`src/hw/rtl/irclim_pkg.sv`:
```
// irclim_pkg: shared types, constants and frame layout for the ir climate frame transmitter
`default_nettype none

package irclim_pkg;

	// frame geometry
	localparam int FRAME_BYTES = 14;
	localparam int FRAME_BITS  = FRAME_BYTES * 8;
	localparam int BIT_IDX_W   = 7;
	localparam int BYTE_IDX_W  = 4;

	// defaults for the top level parameters
	localparam int             TICK_WIDTH_DEF  = 16;
	localparam logic [7:0]     UNIT_F_CODE_DEF = 8'd1;

	// configuration port
	localparam int CFG_IDX_W  = 3;
	localparam int CFG_DATA_W = 16;

	// register indexes
	localparam logic [CFG_IDX_W-1:0] REG_LEADER_MARK  = 3'd0;
	localparam logic [CFG_IDX_W-1:0] REG_LEADER_SPACE = 3'd1;
	localparam logic [CFG_IDX_W-1:0] REG_BIT_MARK     = 3'd2;
	localparam logic [CFG_IDX_W-1:0] REG_ONE_SPACE    = 3'd3;
	localparam logic [CFG_IDX_W-1:0] REG_ZERO_SPACE   = 3'd4;
	localparam logic [CFG_IDX_W-1:0] REG_STOP_MARK    = 3'd5;
	localparam logic [CFG_IDX_W-1:0] REG_HEAT_MODE    = 3'd6;
	localparam logic [CFG_IDX_W-1:0] REG_SWING_MASK   = 3'd7;

	// item kinds carried in tuser
	localparam logic KIND_LOAD = 1'b0;
	localparam logic KIND_TICK = 1'b1;

	// fixed frame content
	localparam logic [7:0] HDR_BYTE [5] = '{8'h23, 8'hCB, 8'h26, 8'h01, 8'h00};
	localparam logic [7:0] HDR_SUM      = 8'h15;
	localparam logic [7:0] BYTE5_BASE   = 8'h20;
	localparam logic [7:0] POWER_BIT    = 8'h04;

	// temperature rules
	localparam logic signed [7:0] HEAT_LO   = 8'sd13;
	localparam logic signed [7:0] HEAT_HI   = 8'sd26;
	localparam logic        [7:0] HEAT_BASE = 8'd26;
	localparam logic signed [7:0] COOL_LO   = 8'sd16;
	localparam logic signed [7:0] COOL_HI   = 8'sd32;
	localparam logic        [7:0] COOL_BASE = 8'd31;

	// waveform phases
	typedef enum logic [2:0] {
		PH_IDLE       = 3'd0,
		PH_LEAD_MARK  = 3'd1,
		PH_LEAD_SPACE = 3'd2,
		PH_BIT_MARK   = 3'd3,
		PH_BIT_SPACE  = 3'd4,
		PH_STOP       = 3'd5
	} phase_t;

	// configuration register bank
	typedef struct packed {
		logic [15:0] leader_mark_ticks;
		logic [15:0] leader_space_ticks;
		logic [15:0] bit_mark_ticks;
		logic [15:0] one_space_ticks;
		logic [15:0] zero_space_ticks;
		logic [15:0] stop_mark_ticks;
		logic [7:0]  heat_mode_code;
		logic [7:0]  swing_mask;
	} cfg_t;

	// settings carried by a load beat
	typedef struct packed {
		logic              power_on;
		logic [7:0]        ac_mode_code;
		logic signed [7:0] temp_celsius;
		logic [2:0]        fan_speed;
		logic              swing_on;
		logic              fahrenheit_display;
	} settings_t;

	// one result beat
	typedef struct packed {
		logic ir_mark;
		logic busy_res;
		logic frame_done;
		logic load_refused;
	} result_t;

endpackage

`default_nettype wire

```
`src/hw/rtl/irclim_frame_build.sv`:
```
// irclim_frame_build: frame assembly, frame byte store and current bit lookup
`default_nettype none

module irclim_frame_build #(
	parameter logic [7:0] UNIT_F_CODE = irclim_pkg::UNIT_F_CODE_DEF
) (
	input  wire                                   clk,
	input  wire                                   wr_en,
	input  irclim_pkg::settings_t                 settings,
	input  irclim_pkg::cfg_t                      cfg,
	input  wire [irclim_pkg::BIT_IDX_W-1:0]       bit_idx,
	output logic                                  cur_bit
);
	import irclim_pkg::*;

	logic [7:0] frame_q [FRAME_BYTES];

	logic              heat;
	logic signed [7:0] t_lo;
	logic signed [7:0] t_hi;
	logic signed [7:0] t_clamped;
	logic [7:0]        t_base;
	logic              over;
	logic [7:0]        byte5;
	logic [7:0]        byte7;
	logic [7:0]        byte8;
	logic [7:0]        byte11;
	logic [7:0]        byte12;
	logic [7:0]        csum;
	logic [BYTE_IDX_W-1:0] byte_idx;

	// temperature clamp and offset code
	always_comb begin
		heat   = (settings.ac_mode_code == cfg.heat_mode_code);
		t_lo   = heat ? HEAT_LO : COOL_LO;
		t_hi   = heat ? HEAT_HI : COOL_HI;
		t_base = heat ? HEAT_BASE : COOL_BASE;
		if (settings.temp_celsius < t_lo) begin
			t_clamped = t_lo;
		end else if (settings.temp_celsius > t_hi) begin
			t_clamped = t_hi;
		end else begin
			t_clamped = settings.temp_celsius;
		end
		over   = !heat && (t_clamped >= COOL_HI);
		byte7  = over ? 8'd0 : (t_base - 8'(t_clamped));
		byte11 = over ? 8'd1 : 8'd0;
	end

	// remaining variable bytes and checksum
	always_comb begin
		byte5  = BYTE5_BASE | (settings.power_on ? POWER_BIT : 8'd0);
		byte8  = {5'd0, settings.fan_speed} | (settings.swing_on ? cfg.swing_mask : 8'd0);
		byte12 = settings.fahrenheit_display ? UNIT_F_CODE : 8'd0;
		csum   = HDR_SUM + byte5 + settings.ac_mode_code + byte7 + byte8 + byte11 + byte12;
	end

	// frame store, whole frame written by one load
	always_ff @(posedge clk) begin
		if (wr_en) begin
			for (int i = 0; i < 5; i++) begin
				frame_q[i] <= HDR_BYTE[i];
			end
			frame_q[5]  <= byte5;
			frame_q[6]  <= settings.ac_mode_code;
			frame_q[7]  <= byte7;
			frame_q[8]  <= byte8;
			frame_q[9]  <= 8'd0;
			frame_q[10] <= 8'd0;
			frame_q[11] <= byte11;
			frame_q[12] <= byte12;
			frame_q[13] <= csum;
		end
	end

	// lsb-first bit select
	always_comb begin
		byte_idx = bit_idx[BIT_IDX_W-1:3];
		if (byte_idx < BYTE_IDX_W'(FRAME_BYTES)) begin
			cur_bit = frame_q[byte_idx][bit_idx[2:0]];
		end else begin
			cur_bit = 1'b0;
		end
	end

endmodule

`default_nettype wire

```
`src/hw/rtl/irclim_wave_seq.sv`:
```
// irclim_wave_seq: pulse-distance waveform sequencer with phase, bit and tick counters
`default_nettype none

module irclim_wave_seq #(
	parameter int TICK_WIDTH = irclim_pkg::TICK_WIDTH_DEF
) (
	input  wire                               clk,
	input  wire                               arst_n,
	input  wire                               step,
	input  wire                               kind,
	input  irclim_pkg::cfg_t                  cfg,
	input  wire                               cur_bit,
	output logic [irclim_pkg::BIT_IDX_W-1:0]  bit_idx,
	output logic                              frame_wr,
	output irclim_pkg::result_t               result
);
	import irclim_pkg::*;

	localparam logic [32:0] TickMax = (33'd1 << TICK_WIDTH) - 33'd1;

	phase_t                phase_q, phase_d;
	logic [BIT_IDX_W-1:0]  bit_q, bit_d;
	logic [TICK_WIDTH-1:0] tick_q, tick_d;

	logic                  busy;
	logic                  is_load;
	logic                  is_mark;
	logic [15:0]           dur_raw;
	logic [32:0]           dur_ext;
	logic [TICK_WIDTH-1:0] dur_len;
	logic [TICK_WIDTH-1:0] tick_inc;
	logic                  phase_end;
	logic                  last_bit;

	assign is_load = (kind == KIND_LOAD);
	assign bit_idx = bit_q;

	// phase decode, duration select and tick compare
	always_comb begin
		busy    = 1'b1;
		is_mark = 1'b0;
		dur_raw = cfg.stop_mark_ticks;
		unique case (phase_q)
			PH_LEAD_MARK: begin
				dur_raw = cfg.leader_mark_ticks;
				is_mark = 1'b1;
			end
			PH_LEAD_SPACE: begin
				dur_raw = cfg.leader_space_ticks;
			end
			PH_BIT_MARK: begin
				dur_raw = cfg.bit_mark_ticks;
				is_mark = 1'b1;
			end
			PH_BIT_SPACE: begin
				dur_raw = cur_bit ? cfg.one_space_ticks : cfg.zero_space_ticks;
			end
			PH_STOP: begin
				is_mark = 1'b1;
			end
			default: begin
				busy = 1'b0;
			end
		endcase
		// zero counts as one tick, saturate at counter range
		dur_ext = {17'd0, (dur_raw == 16'd0) ? 16'd1 : dur_raw};
		dur_len = (dur_ext > TickMax) ? {TICK_WIDTH{1'b1}} : dur_ext[TICK_WIDTH-1:0];
		tick_inc  = tick_q + TICK_WIDTH'(1);
		phase_end = (tick_inc >= dur_len) || (tick_inc == '0);
		last_bit  = ({1'b0, bit_q} + 8'd1) >= 8'(FRAME_BITS);
	end

	// next state
	always_comb begin
		phase_d = phase_q;
		bit_d   = bit_q;
		tick_d  = tick_q;
		if (step) begin
			if (is_load) begin
				if (!busy) begin
					phase_d = PH_LEAD_MARK;
					bit_d   = '0;
					tick_d  = '0;
				end
			end else if (!busy) begin
				phase_d = PH_IDLE;
			end else if (!phase_end) begin
				tick_d = tick_inc;
			end else begin
				tick_d = '0;
				unique case (phase_q)
					PH_LEAD_MARK: begin
						phase_d = PH_LEAD_SPACE;
					end
					PH_LEAD_SPACE: begin
						phase_d = PH_BIT_MARK;
						bit_d   = '0;
					end
					PH_BIT_MARK: begin
						phase_d = PH_BIT_SPACE;
					end
					PH_BIT_SPACE: begin
						if (last_bit) begin
							phase_d = PH_STOP;
							bit_d   = '0;
						end else begin
							phase_d = PH_BIT_MARK;
							bit_d   = bit_q + BIT_IDX_W'(1);
						end
					end
					default: begin
						phase_d = PH_IDLE;
					end
				endcase
			end
		end
	end

	// result beat and frame write
	always_comb begin
		frame_wr = step && is_load && !busy;
		if (is_load) begin
			result.ir_mark      = 1'b0;
			result.busy_res     = 1'b1;
			result.frame_done   = 1'b0;
			result.load_refused = busy;
		end else begin
			result.ir_mark      = busy && is_mark;
			result.busy_res     = busy;
			result.frame_done   = busy && phase_end && (phase_q == PH_STOP);
			result.load_refused = 1'b0;
		end
	end

	// state registers
	always_ff @(posedge clk or negedge arst_n) begin
		if (!arst_n) begin
			phase_q <= PH_IDLE;
			bit_q   <= '0;
			tick_q  <= '0;
		end else begin
			phase_q <= phase_d;
			bit_q   <= bit_d;
			tick_q  <= tick_d;
		end
	end

endmodule

`default_nettype wire

```
`src/hw/rtl/ir_climate_frame_transmitter_core.sv`:
```
// ir_climate_frame_transmitter_core: top level with beat registers and configuration bank
`default_nettype none

// Pulse-distance IR transmitter for a 14-byte climate-unit frame. A load beat
// (tuser = 0) builds the frame and starts it; every tick beat (tuser = 1)
// moves the waveform on by one time unit and returns one result beat that
// says whether the carrier is on. One beat is taken every clock cycle while the
// result side does not stall; each beat passes the input register, then the frame
// and sequencer logic, then the result register. A load during a frame is refused
// and reported. Configuration is written through its own channel; the user must
// write it only while the block is idle, which the block itself does not enforce.

module ir_climate_frame_transmitter_core #(
	parameter int         TICK_WIDTH  = irclim_pkg::TICK_WIDTH_DEF,
	parameter logic [7:0] UNIT_F_CODE = irclim_pkg::UNIT_F_CODE_DEF
) (
	input  wire                                clk,
	input  wire                                arst_n,
	// input beats
	input  wire                                s_axis_tvalid,
	output logic                               s_axis_tready,
	// power_on[0], ac_mode_code[8:1], temp_celsius[16:9], fan_speed[19:17],
	// swing_on[20], fahrenheit_display[21], zero[23:22]
	input  wire [23:0]                         s_axis_tdata,
	// mode[0]
	input  wire                                s_axis_tuser,
	// result beats
	output logic                               m_axis_tvalid,
	input  wire                                m_axis_tready,
	// ir_mark[0], busy_res[1], load_refused[2], zero[7:3]
	output logic [7:0]                         m_axis_tdata,
	// frame_done
	output logic                               m_axis_tlast,
	// configuration writes
	input  wire                                cfg_valid,
	output logic                               cfg_ready,
	input  wire [irclim_pkg::CFG_IDX_W-1:0]    cfg_index,
	input  wire [irclim_pkg::CFG_DATA_W-1:0]   cfg_data
);
	import irclim_pkg::*;

	cfg_t      cfg_q;
	logic      valid_s1;
	logic      kind_s1;
	settings_t settings_s1;
	logic      advance;
	logic      cur_bit;
	logic      frame_wr;
	logic [BIT_IDX_W-1:0] bit_idx;
	result_t   result;
	result_t   result_s2;

	assign cfg_ready     = 1'b1;
	assign advance       = valid_s1 && (!m_axis_tvalid || m_axis_tready);
	assign s_axis_tready = !valid_s1 || advance;

	// configuration bank
	always_ff @(posedge clk or negedge arst_n) begin
		if (!arst_n) begin
			cfg_q.leader_mark_ticks  <= 16'd9000;
			cfg_q.leader_space_ticks <= 16'd4500;
			cfg_q.bit_mark_ticks     <= 16'd560;
			cfg_q.one_space_ticks    <= 16'd1690;
			cfg_q.zero_space_ticks   <= 16'd560;
			cfg_q.stop_mark_ticks    <= 16'd560;
			cfg_q.heat_mode_code     <= 8'd1;
			cfg_q.swing_mask         <= 8'd8;
		end else if (cfg_valid && cfg_ready) begin
			unique case (cfg_index)
				REG_LEADER_MARK:  cfg_q.leader_mark_ticks  <= cfg_data;
				REG_LEADER_SPACE: cfg_q.leader_space_ticks <= cfg_data;
				REG_BIT_MARK:     cfg_q.bit_mark_ticks     <= cfg_data;
				REG_ONE_SPACE:    cfg_q.one_space_ticks    <= cfg_data;
				REG_ZERO_SPACE:   cfg_q.zero_space_ticks   <= cfg_data;
				REG_STOP_MARK:    cfg_q.stop_mark_ticks    <= cfg_data;
				REG_HEAT_MODE:    cfg_q.heat_mode_code     <= cfg_data[7:0];
				REG_SWING_MASK:   cfg_q.swing_mask         <= cfg_data[7:0];
				default: begin
				end
			endcase
		end
	end

	// input register control
	always_ff @(posedge clk or negedge arst_n) begin
		if (!arst_n) begin
			valid_s1 <= 1'b0;
		end else if (s_axis_tready) begin
			valid_s1 <= s_axis_tvalid;
		end
	end

	// input register payload
	always_ff @(posedge clk) begin
		if (s_axis_tvalid && s_axis_tready) begin
			kind_s1                        <= s_axis_tuser;
			settings_s1.power_on           <= s_axis_tdata[0];
			settings_s1.ac_mode_code       <= s_axis_tdata[8:1];
			settings_s1.temp_celsius       <= s_axis_tdata[16:9];
			settings_s1.fan_speed          <= s_axis_tdata[19:17];
			settings_s1.swing_on           <= s_axis_tdata[20];
			settings_s1.fahrenheit_display <= s_axis_tdata[21];
		end
	end

	irclim_frame_build #(
		.UNIT_F_CODE (UNIT_F_CODE)
	) u_frame_build (
		.clk      (clk),
		.wr_en    (frame_wr),
		.settings (settings_s1),
		.cfg      (cfg_q),
		.bit_idx  (bit_idx),
		.cur_bit  (cur_bit)
	);

	irclim_wave_seq #(
		.TICK_WIDTH (TICK_WIDTH)
	) u_wave_seq (
		.clk      (clk),
		.arst_n   (arst_n),
		.step     (advance),
		.kind     (kind_s1),
		.cfg      (cfg_q),
		.cur_bit  (cur_bit),
		.bit_idx  (bit_idx),
		.frame_wr (frame_wr),
		.result   (result)
	);

	// result register control
	always_ff @(posedge clk or negedge arst_n) begin
		if (!arst_n) begin
			m_axis_tvalid <= 1'b0;
		end else if (advance) begin
			m_axis_tvalid <= 1'b1;
		end else if (m_axis_tready) begin
			m_axis_tvalid <= 1'b0;
		end
	end

	// result register payload
	always_ff @(posedge clk) begin
		if (advance) begin
			result_s2 <= result;
		end
	end

	assign m_axis_tdata = {5'd0, result_s2.load_refused, result_s2.busy_res, result_s2.ir_mark};
	assign m_axis_tlast = result_s2.frame_done;

endmodule

`default_nettype wire

```
`config.mk`:
```
export PLATFORM = sky130hd
export DESIGN_NAME = ir_climate_frame_transmitter_core
export DESIGN_NICKNAME = d
export VERILOG_FILES = /design/src/hw/rtl/irclim_pkg.sv /design/src/hw/rtl/irclim_frame_build.sv /design/src/hw/rtl/irclim_wave_seq.sv /design/src/hw/rtl/ir_climate_frame_transmitter_core.sv
export SDC_FILE = /design/constraint.sdc
export NUM_CORES = 1
export LEC_CHECK = 0
export ABC_AREA = 0
export BUFFER_PORTS_ARGS = -buffer_cell sky130_fd_sc_hd__clkbuf_2
export CORE_MARGIN = 1
export CORE_UTILIZATION = 55
export DETAILED_ROUTE_END_ITERATION = 7
export PLACE_DENSITY = 0.78
export RECOVER_POWER = 50
export SYNTH_ARGS = -nofsm -noshare
export SYNTH_HDL_FRONTEND = slang
export SYNTH_SLANG_ARGS = --single-unit
```
`constraint.sdc`:
```
create_clock -name clk -period 13.2 [get_ports clk]
set_clock_uncertainty 0.1 [all_clocks]
set_input_delay 2.64 -clock clk [delete_from_list [all_inputs] [get_ports clk]]
set_output_delay 2.64 -clock clk [all_outputs]
set_load 0.01 [all_outputs]
```
==> results.cfg, run 1 <==
[yosys]
synth_edf_count = 62
synthTopCellsByArea = dfrtp_1 26%, edfxtp_1 17%, mux2_2 14%
ys.flop_type = dfrtp_1
synth-simple-area-share_pct = 10.47
ys_ff_latch = 202
synthMuxAreaShare_pct = 16.08
synth_fa_ha_area_share_pct = 7.140
synth_most_common_cell = mux2_2
netlist_top_cells_count = 133 x mux2_2, 113 x dfrtp_1, 62 x edfxtp_1, 62 x nor2_1, 51 x nand2_1
async_flop_share_pct = 69.31
synth_area_per_cell_sq_um = 11.68
yosysUniqueCellTypes = 68
netlist_area_sq_um = 10900
synthXorXnorAreaFrac_pct = 3.042
synth_top_family_by_area = multiplexers
synth_top_area_share_pct = 25.94
syn_inst = 933
yosys.area.top_type = dfrtp_1
synth-compound-area-share_pct = 9.769
seq_area_frac_synth_pct = 49.54
synth_warnings = 0

[timing]
min_period_ns = 7.183
finalSetupViolCount = 0
rsz0062_at_grt = false
relSlewSlack_pct = -167.1
fin_setup_tns_ns = 0
maxSlewViolCount = 113
worst_pin_slew_ns = 4.007
hold_viol_final = 0
fmax_mhz = 139.2
fin_crit_sh_pct = 54.41

[setup_path]
r2r_setup_slack_ns = 6.02
crit_chain = xor2_1, nor4_1, nand2_1, inv_1, ha_1, nor3_1, a221oi_1, o31ai_1, nor2_1, nor2_1, fa_1, fa_1, inv_1, fa_1, inv_1, fa_1, a21oi_1, nor2_1, nor2_1, o21bai_1, a21oi_1, xnor2_1, xnor2_1
arrival_ns = 7.34
r2r-start = settings_s1[18]$_DFFE_PP_
critPathMaxFanout = 11
required_ns = 13.36
timing.rr.end = u_frame_build.frame_q[13][7]$_DFFE_PP_
cp_slowest_stage_delay_ns = 0.89
end_kind = flop
crit_slowest_cell = a221oi_1
reg2reg_depth = 23
path_class = flop to flop
startpoint_type = flop

[power_and_ir_drop]
p_int_mw = 1.366
pwr-share-comb_pct = 27.5
switching_share_pct = 31.02
p_clk_share_pct = 29.5
seqPwrFrac_pct = 43.0
p_leak_nw = 4.981
p_per_area_nw_per_um2 = 164.6
power.switching_mw = 0.6142
vdd_drop_max_uv = 126.5

[cts]
worstSkewPairLatency_ns = 0.53
cts_buffer_depth = 3
cts_buffers = 23
clkTransAtPathRegs_ns = 0.06
clock-sinks = 202
cts_setup_buffers = 0
cts_hold_buf = 0
htreeDepth = 1
root_buffer = clkbuf_16
cts_tree = yes
cts_resized = 0

[global_route]
grt_remaining_overflow = 0
grtUsageTotal_pct = 23.45
grt_pass1_vias = 7281
grt_pass1_wl_um = 37530
grt_antenna_before_repair = 0
grt_max_degree = 77

[finish]
nets = 1075
n_antenna_cell = 0
fill_cells = 1516
area_growth_pct = 10.35
drive_gt1_share_pct = 26.24
final_cells = 1252

[routing]
wl_per_cell_um = 18.34
drtAntennaViolNets = 0
viasPerCell = 5.887
met3_length_um = 1373
top_layer_used = met4
dr_wl_met2_um = 10600
wl_um = 22960
drc = 0
met1Wirelength_um = 10590
dr.pass1.iters = 8
drt_iter0_markers = 533
num_vias = 7370

[place]
post-place-cells = 1210
gp_congestion = 0.8171
dp_hpwl_um = 15140
port-buffer-count = 52

[job]
drv_cap = 2

[worst_hold_path]
hold_path_depth = 0
hold_class = flop to flop
hp-start = settings_s1[0]$_DFFE_PP_
worstHoldEndpoint = u_frame_build.frame_q[12][0]$_DFFE_PP_

[floorplan]
std_cell_rows = 51
die_w_um = 142.8
io_pins = 61
start_util_pct = 56.00
fp.dieH_um = 142.8
die_area_sq_um = 20380
coreArea_sq_um = 19460

[status]
status = finished with violations
violations = capacitance limit, slew limit
registers in the layout, summed over array words and instances, names as in the netlist, 3 cells and up:
signal,count
m_axis_tdata,3
u_wave_seq.bit_idx,7
u_wave_seq.phase_q,3
u_wave_seq.tick_q,16
settings_s1,22
u_frame_build.frame_q,35
cfg_q,112
layout make-up:
type | instances | area, sq um | area share [%]
clock inverter | 9 | 62.56 | 0.5201
clock buffer | 33 | 634.4 | 5.274
multi-input combinational | 633 | 5111 | 42.49
tap | 265 | 331.6 | 2.757
sequential | 202 | 5399 | 44.89
timing repair buffer | 61 | 305.3 | 2.538
inverter | 49 | 183.9 | 1.529
placed cells by master, fill, tap and decap left out, types with 11 or more instances in the layout:
| master | instances |
|---|---|
| nor2b_1 | 12 |
| mux2_2 | 132 |
| mux2i_1 | 21 |
| nand2_1 | 51 |
| inv_1 | 47 |
| nand3_1 | 17 |
| clkbuf_2 | 49 |
| xnor2_1 | 21 |
| clkbuf_1 | 17 |
| o22ai_1 | 18 |
| o21ai_0 | 34 |
| a21o_1 | 12 |
| a21oi_1 | 17 |
| nor4_1 | 11 |
| dfrtp_1 | 113 |
| nor2_1 | 62 |
| nand4_1 | 12 |
| dfstp_2 | 27 |
| xor2_1 | 15 |
| edfxtp_1 | 62 |
| ha_1 | 47 |
| clkbuf_16 | 24 |
| o22a_1 | 15 |
| a211oi_1 | 18 |
kinds of logic (layout without fill, tap and decap cells):
family,Yosys count,in the layout
adder cells (fa/ha/maj),57,57
XOR/XNOR,37,37
multiplexers,156,156
AND/OR/NAND/NOR,222,222
flip-flops,202,202
buffers and inverters,102,152
AO/OA/AOI/OAI,155,155
other,2,6
worst max-delay path: cells and delay by family, from the launching register on:
family	cells	cell delay [ns]
fa+ha+maj	5	2.12
buf+inv	3	0.50
flops	1	0.46
simple gates	7	1.54
xor+xnor	3	0.45
compound gates	5	1.76
routing by layer:
layer,track usage (%),up-vias
met3,4.795,33
met5,0,-
met1,32.67,3647
met4,6.678,0
met2,37.18,224
li1,-,3466
worst max path at each step:
stage / start / endpoint
3_3_place_gp: settings_s1[18]$_DFFE_PP_ / u_frame_build.frame_q[13][7]$_DFFE_PP_
5_1_grt: settings_s1[18]$_DFFE_PP_ / u_frame_build.frame_q[13][7]$_DFFE_PP_
3_5_place_dp: settings_s1[18]$_DFFE_PP_ / u_frame_build.frame_q[13][7]$_DFFE_PP_
2_1_floorplan: settings_s1[14]$_DFFE_PP_ / u_frame_build.frame_q[13][7]$_DFFE_PP_
6_report: settings_s1[18]$_DFFE_PP_ / u_frame_build.frame_q[13][7]$_DFFE_PP_
4_1_cts: settings_s1[18]$_DFFE_PP_ / u_frame_build.frame_q[13][7]$_DFFE_PP_
power by group through the flow:
| stage | Sequential (mW) | Clock [mW] | Combinational, mW |
|---|---|---|---|
| 3_5_place_dp | 0.859 | 0 | 0.537 |
| 6_report | 0.851 | 0.584 | 0.544 |
| 2_1_floorplan | 0.822 | 0 | 0.424 |
| 4_1_cts | 0.849 | 0.595 | 0.544 |
| 3_3_place_gp | 0.852 | 0 | 0.521 |
| 5_1_grt | 0.864 | 0.620 | 0.606 |
metrics by stage:
stage	worst slack [ns]	power, mW	utilization, %	instance area (sq um)	hold WS [ns]
finish	6.017	1.980	61.80	12030	0.3530
global route	5.653	2.090	61.80	12030	0.3808
CTS	6.079	1.988	61.97	12060	0.3592
detailed placement	6.113	1.396	58.39	11360	0.3432
global placement	6.304	1.374	58.39	11360	0.3371
floorplan	7.087	1.246	-	10910	0.3264
Power figures use the tool's default switching activity.
==> run 2, diff against run 1 <==
PLACE_DENSITY = 0.81   (was 0.78)
clock period = 6.1 ns   (was 13.2 ns; I/O delays follow)
==> results.cfg, run 2 (synthesis results as in run 1) <==
[status]
status = completed

[global_route]
grt_remaining_overflow = 0
use_met2_pct = 37.54
grt_max_degree = 97
grt_pass1_vias = 7390
grt_pass1_wl_um = 37920
grt_use_met1_pct = 33.16
grt_antenna_before_repair = 0
grtUsageTotal_pct = 23.76
use_met3_pct = 4.628
gr-max-usage-layer = met2

[finish]
largest_reg_flops = 112
final_cells = 1285
final_util_pct = 64.49
final_cell_mix = 133 x mux2_2, 113 x dfrtp_1, 62 x edfxtp_1, 60 x nor2_1
n_antenna_cell = 0
top_regs = cfg_q (112), u_frame_build.frame_q (35), settings_s1 (22)
area_growth_pct = 15.16
final_common_cell = mux2_2
drive_gt1_share_pct = 31.96
nets = 1108
largest-register = cfg_q

[power_and_ir_drop]
p_clk_share_pct = 31.7
p_int_mw = 3.168
power.switching_mw = 1.391
p_leak_nw = 5.233
vdd_drop_max_uv = 257.9
p_per_area_nw_per_um2 = 363.2
seqPwrFrac_pct = 40.0
pwr-share-comb_pct = 28.3
switching_share_pct = 30.51

[worst_hold_path]
hold_path_depth = 0
hold_class = flop to flop
hp-start = settings_s1[0]$_DFFE_PP_

[place]
port-buffer-count = 52
gp_congestion = 0.8490
dp_hpwl_um = 15850
post-place-cells = 1227

[routing]
drt_iter0_markers = 614
wl_um = 24450
drtAntennaViolNets = 0
viasPerCell = 5.932
num_vias = 7622
drc = 0
wl_per_cell_um = 19.03
dr.pass1.iters = 5

[timing]
maxSlewViolCount = 0
worst_pin_slew_ns = 1.186
relSlewSlack_pct = 20.54
finalSetupViolCount = 0
fin_crit_sh_pct = 98.55
hold_slack_ns = 0.3773
fmax_mhz = 166.3
min_period_ns = 6.012
rsz0062_at_grt = true
hold_viol_final = 0

[setup_path]
critPathMaxFanout = 5
required_ns = 6.26
critPathTopFamily = adder cells
timing.rr.end = u_frame_build.frame_q[13][7]$_DFFE_PP_
crit_slowest_cell = fa_1
cpMostUsedCell = ha_4
cp_slowest_stage_delay_ns = 0.50
path_depth = 28
cp-startpoint = settings_s1[18]$_DFFE_PP_
r2r-start = settings_s1[18]$_DFFE_PP_
r2r_setup_slack_ns = 0.09
crit_path_end = u_frame_build.frame_q[13][7]$_DFFE_PP_
cp_num_buf_inv = 4
startpoint_type = flop
arrival_ns = 6.17
path_class = flop to flop
reg2reg_depth = 28
end_kind = flop

[cts]
cts_buffer_depth = 3
cts_buffers = 23
clkTransAtPathRegs_ns = 0.06
worstSkewPairLatency_ns = 0.53
cts_tree = yes
root_buffer = clkbuf_16
clock-sinks = 202
htreeDepth = 1

[floorplan]
coreArea_sq_um = 19460
fp.dieH_um = 142.8
die_w_um = 142.8
start_util_pct = 56.00
io_pins = 61
die_area_sq_um = 20380
std_cell_rows = 51

[job]
drv_cap = 0
[run 2: cell types whose count changed in the layout (fill, tap and decap cells not counted), moves of 3 or more]
cell | previous run | this run
buf_4 | 4 | 39
clkbuf_1 | 17 | 4
bufinv_16 | 0 | 4
ha_1 | 47 | 43
ha_4 | 0 | 4
buf_6 | 0 | 3
inv_1 | 47 | 44
inv_2 | 1 | 4
[run 2: layout make-up]
| class | instances | area, sq um |
|---|---|---|
| fill | 1449 | 6910 |
| sequential | 202 | 5399 |
| tap | 265 | 331.6 |
| inverter | 49 | 183.9 |
| multi-input combinational | 633 | 5235 |
| clock buffer | 29 | 618.1 |
| timing repair buffer | 94 | 601.8 |
| clock inverter | 13 | 182.7 |
[run 2: how the worst min path moves through the flow]
stage,endpoint
after detailed placement,u_frame_build.frame_q[12][0]$_DFFE_PP_
after global placement,u_frame_build.frame_q[12][0]$_DFFE_PP_
after floorplan,u_frame_build.frame_q[12][0]$_DFFE_PP_
after global routing,u_frame_build.frame_q[12][0]$_DFFE_PP_
final,u_frame_build.frame_q[12][0]$_DFFE_PP_
after CTS,u_frame_build.frame_q[12][0]$_DFFE_PP_
[run 2: metal layers]
layer / share of wire (%) / up-vias / wire length (um)
met2: 48 / 236 / 11630
li1: - / 3531 / -
met4: 2.1 / 0 / 505
met5: 0 / - / 0
met3: 6.0 / 42 / 1455
met1: 44 / 3813 / 10860
[run 2: stage by stage]
step | TNS, ns | total power, mW | instance area [sq um] | setup WS [ns]
finish | 0 | 4.558 | 12550 | 0.08817
global route | -0.2408 | 4.774 | 12550 | -0.1915
CTS | 0 | 4.510 | 12330 | 0.007220
detailed placement | -0.04806 | 3.059 | 11510 | -0.04806
global placement | 0 | 2.990 | 11510 | 0.08149
floorplan | 0 | 2.696 | 10920 | 0.07623
[run 2: worst register-to-register path, delay by kind of cell (launching register included)]
| kind | cells | cell delay (ns) |
|---|---|---|
| and+or+nand+nor | 7 | 0.92 |
| xor gates and xnor gates | 3 | 0.44 |
| buffers and inverters | 4 | 0.43 |
| AOI/OAI and AO/OA | 7 | 1.00 |
| DFF | 1 | 0.42 |
| adders and majority gates | 7 | 2.43 |
[run 2: power groups by stage]
stage	clock network (mW)	logic [mW]	registers (mW)
after floorplan	0	0.918	1.78
after global placement	0	1.17	1.82
after detailed placement	0	1.22	1.84
after CTS	1.46	1.23	1.82
after global routing	1.52	1.41	1.85
final	1.45	1.29	1.82
[run 2: repair_timing]
| action | in CTS | in global routing |
|---|---|---|
| setup buffers | 2 | 14 |
| pin swaps | 0 | 20 |
| endpoints found under the setup margin | 1 | 3 |
| resized for setup | 2 | 26 |
| hold buffers | 0 | 0 |
==> run 3, diff against run 2 <==
ABC_AREA = 1   (was 0)
==> results.cfg, run 3 <==
[status]
status = finished with violations
violations = capacitance limit, slew limit

[floorplan]
coreArea_sq_um = 19530
io_pins = 61
die_area_sq_um = 20540
std_cell_rows = 51
die_w_um = 143.3
start_util_pct = 56.27
fp.dieH_um = 143.3

[power_and_ir_drop]
vdd_drop_max_uv = 275.8
power.switching_mw = 1.773
p_per_area_nw_per_um2 = 398.8
seqPwrFrac_pct = 37.4
switching_share_pct = 36.40
p_int_mw = 3.098
p_clk_share_pct = 28.1
p_leak_nw = 5.807
pwr-share-comb_pct = 34.5

[cts]
cts_buffers = 22
clock-sinks = 202
cts_buffer_depth = 3
clkTransAtPathRegs_ns = 0.07
htreeDepth = 1
worstSkewPairLatency_ns = 0.52
root_buffer = clkbuf_16
cts_tree = yes

[routing]
drtAntennaViolNets = 0
drt_iter0_markers = 776
wl_per_cell_um = 15.85
drc = 0
num_vias = 8800
wl_um = 25350
dr.pass1.iters = 6
viasPerCell = 5.503

[finish]
regArea_sq_um = 5399
fill_cells = 1613
top_regs = cfg_q (112), u_frame_build.frame_q (35), settings_s1 (22)
largest-register = cfg_q
final_common_cell = nand2_1
nets = 1423
drive_gt1_share_pct = 13.72
n_antenna_cell = 0
area_growth_pct = 11.17
final_cell_mix = 310 x nand2_1, 165 x inv_1, 137 x o21ai_0, 113 x dfrtp_1, 106 x nand3_1
postLayoutCellArea_sq_um = 12210
multi_input_area_sq_um = 4720
largest_reg_flops = 112
final_util_pct = 62.55

[yosys]
yosys.area.top_type = dfrtp_1
async_flop_share_pct = 69.31
seq_area_frac_synth_pct = 49.14
synth_area_per_cell_sq_um = 8.631
synth_most_common_cell = nand2_1
syn_inst = 1273
ys_ff_latch = 202
netlist_area_sq_um = 10990
yosysUniqueCellTypes = 50
synth_edf_count = 62
netlist_top_cells_count = 313 x nand2_1, 165 x inv_1, 138 x o21ai_0
ys.flop_type = dfrtp_1
synthTopCellsByArea = dfrtp_1 26%, edfxtp_1 17%, nand2_1 11%
synth_warnings = 0
synth_top_area_share_pct = 25.74

[setup_path]
cpMostUsedCell = nand2_1
cp-startpoint = cfg_q[8]$_DFFE_PN1P_
required_ns = 6.28
path_class = flop to flop
timing.rr.end = u_frame_build.frame_q[13][7]$_DFFE_PP_
r2r_setup_slack_ns = 0.36
reg2reg_depth = 30
critPathMaxFanout = 6
r2r-start = cfg_q[8]$_DFFE_PN1P_
arrival_ns = 5.92
crit_slowest_cell = dfstp_2
startpoint_type = flop
end_kind = flop
cp_slowest_stage_delay_ns = 0.54

[place]
gp_congestion = 0.8866
preCtsSetupSlack_ns = 0.1269
post_dp_cell_area_sq_um = 11380
dp_hpwl_um = 16430
port-buffer-count = 52

[timing]
fmax_mhz = 174.1
min_period_ns = 5.743
hold_viol_final = 0
worst_slack_ns = 0.3568
worst_pin_slew_ns = 4.693
fin_crit_sh_pct = 94.15
fin_setup_tns_ns = 0
maxSlewViolCount = 88
relSlewSlack_pct = -212.8
finalSetupViolCount = 0

[global_route]
grtUsageTotal_pct = 25.82
grt_pass1_wl_um = 41680
grt_pass1_vias = 8407
grt_remaining_overflow = 0
grt_max_degree = 88
grt_antenna_before_repair = 0

[job]
drv_cap = 1

[worst_hold_path]
hp-start = settings_s1[21]$_DFFE_PP_
hold_path_depth = 0
worstHoldEndpoint = u_frame_build.frame_q[5][2]$_DFFE_PP_
hold_class = flop to flop
[run 3: logic make-up after synthesis]
kind of cell,share of synthesized area [%]
adders and majority gates,6.992
DFF,49.14
and+or+nand+nor,22.07
AOI/OAI and AO/OA,11.17
other,0.06835
buffers and inverters,8.564
xor gates and xnor gates,1.993
[run 3: worst max-delay path by stage]
stage                     slack (ns)  cells after the start                                endpoint
final                           0.36                     30  u_frame_build.frame_q[13][7]$_DFFE_PP_
after global routing           -0.03                     33  u_frame_build.frame_q[13][7]$_DFFE_PP_
after CTS                       0.09                     30  u_frame_build.frame_q[13][7]$_DFFE_PP_
after detailed placement        0.13                     30  u_frame_build.frame_q[13][7]$_DFFE_PP_
after global placement          0.27                     30  u_frame_build.frame_q[13][7]$_DFFE_PP_
after floorplan                 0.68                     30  u_frame_build.frame_q[13][7]$_DFFE_PP_
[run 3: layout make-up]
type                            count  area share, %
Clock buffer                       30          5.173
Inverter                          178          5.491
Sequential cell                   202          44.20
Multi-Input combinational cell    848          38.64
Timing Repair Buffer               66          2.838
Tap cell                          265          2.715
Clock inverter                     10         0.9424
[run 3: layer usage]
metal  up-vias  GRT usage (%)  part of all wire [%]
met5         -              0                     0
met4         0          7.503                   1.9
met3        39          3.432                   6.9
met2       339          41.46                    47
met1      4163          36.71                    45
li1       4259              -                     -
[run 3: stage by stage]
step           hold slack, ns  power, mW  cells
2_1_floorplan          0.3264      3.028   1277
3_3_place_gp           0.3315      3.386   1552
3_5_place_dp           0.3409      3.457   1552
4_1_cts                0.3489      4.850   1592
5_1_grt                0.3615      5.175   1599
6_report               0.3439      4.871   1599
[run 3: repair_timing]
action,4_1_cts,5_1_grt
gates resized for setup,0,12
endpoints found under the setup margin,0,2
hold buffers,0,0
setup buffers,0,7
[run 3: critical path, delay by kind of cell (launching register included)]
family | cells | cell delay, ns
AOI/OAI and AO/OA | 3 | 0.38
xor gates and xnor gates | 2 | 0.31
and+or+nand+nor | 13 | 1.27
DFF | 1 | 0.54
adders and majority gates | 7 | 2.56
buffers and inverters | 5 | 0.36
[run 3: power by group through the flow]
stage / sequential [mW] / clock (mW) / combinational [mW]
after global placement: 1.83 / 0 / 1.55
after floorplan: 1.81 / 0 / 1.21
final: 1.82 / 1.37 / 1.68
after detailed placement: 1.84 / 0 / 1.62
after global routing: 1.85 / 1.44 / 1.89
after CTS: 1.82 / 1.39 / 1.64
